===== config.mk =====
export PLATFORM = sky130hd
export DESIGN_NAME = eqf_seq
export DESIGN_NICKNAME = d
export VERILOG_FILES = /design/src/design/eqf_pkg.sv /design/src/design/eqf_seq.sv
export SDC_FILE = /design/constraint.sdc
export NUM_CORES = 1
export LEC_CHECK = 0
export BUFFER_PORTS_ARGS = -buffer_cell sky130_fd_sc_hd__clkbuf_2
export CORE_ASPECT_RATIO = 2
export CORE_MARGIN = 2
export CORE_UTILIZATION = 56
export CTS_BUF_LIST = sky130_fd_sc_hd__clkbuf_4 sky130_fd_sc_hd__clkbuf_8
export DETAILED_ROUTE_END_ITERATION = 16
export PLACE_DENSITY = 0.95
export SLEW_MARGIN = 15
export SYNTH_ARGS = -nofsm -noshare
export SYNTH_HDL_FRONTEND = slang
export SYNTH_SLANG_ARGS = --single-unit

===== constraint.sdc =====
create_clock -name clk -period 5.3 [get_ports clk]
set_input_delay 0.53 -clock clk [delete_from_list [all_inputs] [get_ports clk]]
set_output_delay 0.53 -clock clk [all_outputs]
set_load 0.05 [all_outputs]

===== src/design/eqf_pkg.sv =====
// shared constants, codes and types for the three-band fir equalizer
package eqf_pkg;

  localparam int EQF_TAP_COUNT = 882;

  localparam logic [15:0] GAIN_LOW_RST  = 16'd22938;
  localparam logic [15:0] GAIN_HIGH_RST = 16'd16384;
  localparam logic [15:0] GAIN_MID_RST  = 16'd19661;

  localparam int CFG_INDEX_W = 2;
  localparam int IN_DATA_W   = 48;
  localparam int OUT_DATA_W  = 16;
  localparam int SAMPLE_W    = 16;
  localparam int COEF_W      = 16;
  localparam int GAIN_W      = 16;
  localparam int TAP_W       = 10;
  localparam int BAND_W      = 2;
  localparam int BANDS       = 3;

  localparam logic [CFG_INDEX_W-1:0] REG_GAIN_LOW  = 2'd0;
  localparam logic [CFG_INDEX_W-1:0] REG_GAIN_HIGH = 2'd1;
  localparam logic [CFG_INDEX_W-1:0] REG_GAIN_MID  = 2'd2;

  localparam logic CMD_SAMPLE = 1'b0;
  localparam logic CMD_LOAD   = 1'b1;

  localparam logic [BAND_W-1:0] BAND_LOW  = 2'd0;
  localparam logic [BAND_W-1:0] BAND_HIGH = 2'd1;
  localparam logic [BAND_W-1:0] BAND_MID  = 2'd2;

  typedef enum logic [1:0] {
    ST_IDLE,
    ST_RUN,
    ST_DRAIN,
    ST_DONE
  } eqf_state_t;

  // one tap beat travelling from the sequencer into the mac pipeline
  typedef struct packed {
    logic valid;
    logic first;
    logic last;
    logic live;
  } eqf_tap_ctl_t;

endpackage


===== src/design/eqf_seq.sv =====
// sequencer: takes input beats, writes memories and walks the taps
module eqf_seq #(
  parameter int TAP_COUNT = eqf_pkg::EQF_TAP_COUNT,
  parameter int ADDR_W = (TAP_COUNT > 1) ? $clog2(TAP_COUNT) : 1
) (
  input  logic clk,
  input  logic rst,
  input  logic s_tvalid,
  output logic s_tready,
  input  logic cmd,
  input  logic [eqf_pkg::SAMPLE_W-1:0] sample_in,
  input  logic [eqf_pkg::BAND_W-1:0] band,
  input  logic [eqf_pkg::TAP_W-1:0] tap,
  output logic [eqf_pkg::BANDS-1:0] coef_we,
  output logic [ADDR_W-1:0] coef_waddr,
  output logic [ADDR_W-1:0] coef_raddr,
  output logic dly_we,
  output logic [ADDR_W-1:0] dly_waddr,
  output logic [eqf_pkg::SAMPLE_W-1:0] dly_wdata,
  output logic [ADDR_W-1:0] dly_raddr,
  output eqf_pkg::eqf_tap_ctl_t ctl,
  input  logic acc_done,
  input  logic out_free,
  output logic out_load
);
  import eqf_pkg::*;

  localparam int CNT_W = $clog2(TAP_COUNT + 1);
  localparam int EXT_W = ((ADDR_W > TAP_W) ? ADDR_W : TAP_W) + 1;
  localparam logic [ADDR_W-1:0] LAST = ADDR_W'(TAP_COUNT - 1);

  eqf_state_t state;
  eqf_state_t state_next;
  logic [ADDR_W-1:0] idx;
  logic [ADDR_W-1:0] dptr;
  logic [ADDR_W-1:0] wptr;
  logic [CNT_W-1:0] fill;
  logic [EXT_W-1:0] tap_x;
  logic tap_ok;
  logic accept;
  logic is_last;

  assign accept = s_tvalid && s_tready;
  assign tap_x = EXT_W'(tap);
  assign tap_ok = tap_x < EXT_W'(TAP_COUNT);
  assign is_last = idx == LAST;

  assign coef_waddr = tap_x[ADDR_W-1:0];
  assign coef_raddr = idx;
  assign dly_waddr = wptr;
  assign dly_wdata = sample_in;
  assign dly_raddr = dptr;

  always_comb begin
    state_next = state;
    case (state)
      ST_IDLE: begin
        if (accept && cmd == CMD_SAMPLE) begin
          state_next = ST_RUN;
        end
      end
      ST_RUN: begin
        if (is_last) begin
          state_next = ST_DRAIN;
        end
      end
      ST_DRAIN: begin
        if (acc_done) begin
          state_next = ST_DONE;
        end
      end
      ST_DONE: begin
        if (out_free) begin
          state_next = ST_IDLE;
        end
      end
      default: state_next = ST_IDLE;
    endcase
  end

  always_comb begin
    s_tready = 1'b0;
    coef_we = '0;
    dly_we = 1'b0;
    ctl = '0;
    out_load = 1'b0;
    case (state)
      ST_IDLE: begin
        s_tready = 1'b1;
        if (s_tvalid && cmd == CMD_SAMPLE) begin
          dly_we = 1'b1;
        end
        if (s_tvalid && cmd == CMD_LOAD && tap_ok) begin
          case (band)
            BAND_LOW: coef_we[0] = 1'b1;
            BAND_HIGH: coef_we[1] = 1'b1;
            BAND_MID: coef_we[2] = 1'b1;
            default: coef_we = '0;
          endcase
        end
      end
      ST_RUN: begin
        ctl.valid = 1'b1;
        ctl.first = idx == '0;
        ctl.last = is_last;
        ctl.live = CNT_W'(idx) < fill;
      end
      ST_DRAIN: begin
        out_load = 1'b0;
      end
      ST_DONE: begin
        out_load = out_free;
      end
      default: out_load = 1'b0;
    endcase
  end

  always_ff @(posedge clk) begin
    if (rst) begin
      state <= ST_IDLE;
      idx <= '0;
      dptr <= '0;
      wptr <= '0;
      fill <= '0;
    end else begin
      state <= state_next;
      if (state == ST_IDLE && accept && cmd == CMD_SAMPLE) begin
        idx <= '0;
        dptr <= wptr;
        if (fill != CNT_W'(TAP_COUNT)) begin
          fill <= fill + CNT_W'(1);
        end
      end
      if (state == ST_RUN) begin
        idx <= idx + ADDR_W'(1);
        dptr <= (dptr == '0) ? LAST : dptr - ADDR_W'(1);
        if (is_last) begin
          wptr <= (wptr == LAST) ? '0 : wptr + ADDR_W'(1);
        end
      end
    end
  end

  assert property (@(posedge clk) disable iff (rst)
    state != ST_IDLE |-> !dly_we && coef_we == '0)
    else $error("memory write while taps are being read");

  assert property (@(posedge clk) disable iff (rst)
    fill <= CNT_W'(TAP_COUNT) && wptr <= LAST && dptr <= LAST)
    else $error("delay line pointer or fill count out of range");

  assert property (@(posedge clk) disable iff (rst)
    state == ST_RUN && is_last |=> state == ST_DRAIN && !ctl.valid)
    else $error("tap walk did not close after the last tap");

endmodule


==> results of run 1 <==
[registers in the layout, indices dropped and copies added, names as in the netlist]
signal / cells
coef_raddr: 10
dly_raddr: 10
dly_waddr: 10
fill: 10
state: 2
[stage by stage]
stage,hold WS [ns],power (µW),instances,worst slack (ns)
global route,0.554,1450,440,1.76
finish,0.531,1390,440,1.97
global placement,0.496,1090,432,2.45
CTS,0.524,1380,440,2.01
floorplan,0.471,997,347,0.918
detailed placement,0.511,1120,432,2.35
[worst max-delay path, stage by stage, from the launching register on]
cell and delay [ns]:
dfxtp_1 0.34, inv_1 0.10, ha_1 0.64, or4b_4 0.59, nor4_1 0.45, clkbuf_2 0.38
[power by group]
group          switching [µW]  internal (µW)
clock network             117            141
registers                65.1            360
logic                     491            212
[layout by cell type (no fill, tap or decap), types with 3 or more instances in the layout]
master,n
a2111oi_0,3
a211oi_1,6
a21o_1,3
a21oi_1,21
a311oi_1,4
clkbuf_2,65
clkbuf_8,5
dfxtp_1,42
ha_1,22
inv_1,26
mux2i_1,4
nand2_1,27
nand2b_1,7
nand3_1,10
nand4_1,7
nor2_1,22
nor3_1,10
nor4_1,5
nor4b_1,3
o21ai_0,17
o31ai_1,5
or3_1,10
or4_1,4
or4_4,3
xnor2_1,8
[cell families (layout without fill, tap and decap cells)]
group	Yosys count	count (layout)	synth area share, %
flip-flops	42	42	29.6
multiplexers	6	6	2.20
XOR/XNOR	8	8	2.47
buffers and inverters	63	99	12.3
AO/OA/AOI/OAI	81	81	19.0
adder cells (fa/ha/maj)	22	22	9.70
AND/OR/NAND/NOR	125	125	24.7
[path summary, 6_finish.rpt]
| kind | startpoint | endpoint | slack, ns | depth (start not counted) |
|---|---|---|---|---|
| hold / removal | fill[2] | fill[2] | 0.53 | 2 |
| hold reg to reg | fill[2] | fill[2] | 0.53 | 2 |
| setup / recovery | state[1] | ctl[1] | 1.97 | 5 |
| setup reg to reg | state[1] | dly_waddr[5] | 2.38 | 6 |
[final cells by class]
class / instances / share of cell area [%]
tap: 57 / 2.30
timing repair buffer: 65 / 10.5
inverter: 26 / 3.15
multi-input combinational: 242 / 53.2
clock buffer: 5 / 2.22
sequential: 42 / 27.2
clock inverter: 3 / 1.41
[metal layers]
metal,track usage [%],vias to the layer above,wire (µm)
met3,6.86,41,527
met1,29.9,1364,2560
met4,16.6,0,316
met5,0,-,0
li1,-,1315,-
met2,47.1,131,4060
==> flow_metrics.py, run 1 <==
metrics = {
    "routing": {
        "drt_iter0_markers": 125,
        "drc": 0,
        "vias_per_cell": 6.48,
        "routedWlPerCell_um": 17.0,
        "drt_wl_total_um": 7460,
        "vias": 2851,
        "first_pass_iters": 4,
        "detail-route-antenna-nets": 0,
    },
    "timing": {
        "slew_headroom_pct": 48.5,
        "setup_tns_ns": 0,
        "period_minus_slack_ns": 3.33,
        "slew_violations": 0,
        "max_freq_mhz": 300,
        "finalCritPeriodShare_pct": 62.8,
        "setup_viol_count_final": 0,
        "finClkSkew_ns": 0.0117,
        "grt_setup_unrepaired": "false",
        "hold_violations": 0,
        "tightest_slew_ns": 0.765,
    },
    "clock_tree": {
        "h-tree-depth": 2,
        "ctsHoldBuffers": 0,
        "cts_buffers": 5,
        "clk_pin_slew_ns": 0.09,
        "clk_latency_ns": 0.31,
        "cts_tree": "built",
        "ctsResizeCount": 0,
        "cts-root-buf": "clkbuf_8",
        "clock_path_buffers": 2,
        "clock_sinks": 42,
        "cts_setup_buffers": 0,
    },
    "layout": {
        "finalInstanceArea_mm2": 0.00310,
        "ff_latch_area_um2": 841,
        "syn2layout_area_growth_pct": 9.08,
        "drive_above_1_share_pct": 22.5,
        "fillCellCount": 441,
        "multi_input_area_mm2": 0.00165,
        "post-route-util_pct": 63.6,
        "antenna_cells": 0,
        "nets": 438,
    },
    "yosys": {
        "synth_seq_cells": 42,
        "synth_nets": 403,
        "yosys.area.top_type_share_pct": 29.6,
        "synth_area_leaders": "dfxtp_1, ha_1, buf_4",
        "synth_edf_count": 0,
        "synthesis.area_mm2": 0.00284,
        "syn_inst": 347,
        "synth_commonest_cells": "dfxtp_1, nand2_1, buf_4, inv_1",
        "ys_warn_count": 0,
        "yosysTopAreaCell": "dfxtp_1",
        "yosysUniqueCellTypes": 56,
        "ys_seq_area_share_pct": 29.6,
        "synthFlopType": "dfxtp_1",
        "avgSynthCellArea_um2": 8.18,
        "yosysMostFrequentCell": "dfxtp_1",
        "async_flop_share_pct": 0,
    },
    "die": {
        "rows": 36,
        "die_w_um": 54.3,
        "initial_core_util_pct": 58.3,
        "die_h_um": 105,
        "io_pins": 100,
        "fp.dieArea_mm2": 0.00569,
        "core_area_mm2": 0.00486,
    },
    "placement": {
        "port_buffers": 65,
        "postPlaceCellArea_mm2": 0.00298,
        "dp_hpwl_um": 5580,
        "gp_congestion": 0.842,
    },
    "setup_path": {
        "critPathRequiredTime_ns": 4.77,
        "worst-path-max-fanout": 23,
        "criticalPathCategory": "flip-flop to primary output",
        "worst-endpoint-arrival_ns": 2.80,
        "start_kind": "flip-flop",
        "cp-end-kind": "primary output",
    },
    "power": {
        "p_leak_uw": 0.00121,
        "ir_worst_vdd_mv": 0.289,
        "powerDensity_mw_per_mm2": 448,
    },
    "run": {
        "drv_cap": 0,
    },
    "grt": {
        "grt_pass1_wl_um": 12200,
        "grt_max_degree": 38,
        "grtUsageTotal_pct": 28.2,
        "antenna_found_initial": 0,
        "overflow": 0,
        "first_global_vias": 2665,
    },
    "outcome": {
        "status": "finished, final reports clean",
    },
    "hold_path": {
        "hp-class": "flip-flop to flip-flop",
    },
}
Note: power is estimated with default switching activity, not from simulation.
==> run 2: changes to the inputs <==
--- a/config.mk
+++ b/config.mk
@@ -8,7 +8,7 @@
 export BUFFER_PORTS_ARGS = -buffer_cell sky130_fd_sc_hd__clkbuf_2
 export CORE_ASPECT_RATIO = 2
 export CORE_MARGIN = 2
-export CORE_UTILIZATION = 56
+export CORE_UTILIZATION = 52
 export CTS_BUF_LIST = sky130_fd_sc_hd__clkbuf_4 sky130_fd_sc_hd__clkbuf_8
 export DETAILED_ROUTE_END_ITERATION = 16
 export PLACE_DENSITY = 0.95
==> constraint.sdc (replaced) <==
create_clock -name clk -period 3.1 [get_ports clk]
set_input_delay 0.31 -clock clk [delete_from_list [all_inputs] [get_ports clk]]
set_output_delay 0.31 -clock clk [all_outputs]
set_load 0.05 [all_outputs]
==> run 2 against run 1 <==
Net effect: cell count rose by 1.1%; design area rose by 0.28%; global-route usage fell by 4.4 points; critical path depth rose by 1; clock power rose by 47%; via count fell by 3.5%; count of clock-buffer cells in the layout rose by 1; combinational power rose by 72%; first-iteration DRC count rose by 55%; die area rose by 7.3%; wire length fell by 6.2%; sequential power rose by 70%; critical path type unchanged; largest cell class unchanged.
==> flow_metrics.py, run 2 (synthesized netlist as in run 1, its figures left out) <==
metrics = {
    "outcome": {
        "status": "finished, final reports clean",
    },
    "run": {
        "drv_cap": 0,
    },
    "layout": {
        "drive_above_1_share_pct": 23.1,
        "syn2layout_area_growth_pct": 9.39,
        "layout_commonest_cell": "clkbuf_2",
        "fillCellCount": 482,
        "mostFrequentLayoutCells": "clkbuf_2, dfxtp_1, nand2_1",
        "antenna_cells": 0,
        "nets": 440,
    },
    "clock_tree": {
        "h-tree-depth": 2,
        "clk_pin_slew_ns": 0.08,
        "cts_tree": "built",
        "cts_buffers": 5,
        "clk_latency_ns": 0.30,
        "cts_setup_buffers": 0,
        "ctsResizeCount": 0,
        "clock_path_buffers": 2,
        "clock_sinks": 42,
        "ctsHoldBuffers": 0,
        "cts-root-buf": "clkbuf_8",
    },
    "grt": {
        "grtUsageTotal_pct": 23.8,
        "first_global_vias": 2528,
        "overflow": 0,
        "grt_max_degree": 38,
        "grt_pass1_wl_um": 11700,
        "antenna_found_initial": 0,
    },
    "die": {
        "io_pins": 100,
        "initial_core_util_pct": 53.3,
        "die_w_um": 56.2,
        "rows": 38,
        "core_area_mm2": 0.00533,
        "fp.dieArea_mm2": 0.00610,
        "die_h_um": 108,
    },
    "placement": {
        "dp_hpwl_um": 5180,
        "pre_cts_slack_ns": 0.740,
        "gp_congestion": 0.891,
        "port_buffers": 65,
    },
    "setup_path": {
        "cp-end-kind": "primary output",
        "worst-path-max-fanout": 6,
        "rr_endpoint": "dly_waddr[5]",
        "regToRegStartpoint": "state[1]",
        "reg2reg_slack_ns": 0.70,
        "rr_worst_depth": 6,
        "start_kind": "flip-flop",
        "worst-endpoint-arrival_ns": 2.23,
        "critPathRequiredTime_ns": 2.79,
        "criticalPathCategory": "flip-flop to primary output",
    },
    "timing": {
        "setup_viol_count_final": 0,
        "finalWorstSetupSlack_ns": 0.563,
        "finClkSkew_ns": 0.00341,
        "hold_violations": 0,
        "finalCritPeriodShare_pct": 81.8,
        "tightest_slew_ns": 0.822,
        "whs_ns": 0.512,
        "period_minus_slack_ns": 2.54,
        "slew_headroom_pct": 44.4,
        "grt_setup_unrepaired": "false",
        "slew_violations": 0,
        "max_freq_mhz": 394,
    },
    "hold_path": {
        "min-delay-start": "state[1]",
        "whs_path_depth": 2,
        "holdPathEnd": "state[1]",
        "hp-class": "flip-flop to flip-flop",
    },
    "power": {
        "power_frac_seq_pct": 31.3,
        "p_leak_uw": 0.00121,
        "power_frac_clock_pct": 16.4,
        "pwr-share-comb_pct": 52.2,
        "p_int_uw": 1160,
        "switchingPower_uw": 1140,
        "swShare_pct": 49.6,
        "powerDensity_mw_per_mm2": 743,
        "ir_worst_vdd_mv": 0.699,
    },
    "routing": {
        "routedWlPerCell_um": 15.7,
        "vias": 2751,
        "first_pass_iters": 5,
        "drt_iter0_markers": 194,
        "drt_wl_total_um": 7000,
        "drc": 0,
        "vias_per_cell": 6.18,
        "detail-route-antenna-nets": 0,
    },
}
-- run 2: cell count changes in the layout (fill, tap and decap cells not counted), sizes merged --
cell	before	now
clkbuf	70	71
bufinv	1	0
inv	27	26
clkinvlp	0	1
buf	0	2
-- run 2: worst max-delay path: stages (launching register included) --
cell       delay [ns]
dfxtp_1          0.42
inv_1            0.08
ha_1             0.28
a211oi_1         0.25
o21ai_0          0.16
a2111oi_1        0.39
clkbuf_2         0.35
-- run 2: power by group through the flow --
stage	clock network (µW)	registers [µW]	logic (µW)
after floorplan	0	901	806
after detailed placement	0	728	1180
final	379	723	1210
after CTS	383	718	1190
after global routing	404	735	1280
after global placement	0	723	1160
-- run 2: how the worst max path moves through the flow --
stage	start	cells past startpoint	end
final	fill[1]	6	ctl[0]
after global routing	coef_raddr[7]	6	ctl[0]
after CTS	fill[1]	6	ctl[0]
after detailed placement	state[1]	6	dly_waddr[5]
after global placement	state[1]	6	dly_waddr[5]
after floorplan	coef_raddr[7]	5	ctl[0]
-- run 2: cell type report --
cell class	instances	area [µm²]	area share, %
multi-input combinational	242	1660	53.3
clock inverter	2	12.5	0.403
tap	60	75.1	2.42
sequential	42	841	27.1
inverter	26	97.6	3.14
clock buffer	6	82.6	2.66
timing repair buffer	67	340	11.0
-- run 2: per-layer routing --
layer | GRT usage (%) | share of wire [%] | up-vias
met5 | 0 | 0 | -
met4 | 10.0 | 2.1 | 0
met3 | 4.78 | 8.3 | 19
met2 | 38.9 | 48 | 142
met1 | 30.1 | 41 | 1277
li1 | - | - | 1313
-- run 2: metrics by stage --
stage | power [µW] | util [%] | TNS (ns) | instances | area, µm²
after floorplan | 1710 | - | -0.400 | 347 | 2850
after global placement | 1880 | 56.5 | 0 | 437 | 3010
after detailed placement | 1910 | 56.5 | 0 | 437 | 3010
after CTS | 2290 | 58.3 | 0 | 445 | 3100
after global routing | 2420 | 58.3 | 0 | 445 | 3100
final | 2310 | 58.3 | 0 | 445 | 3100
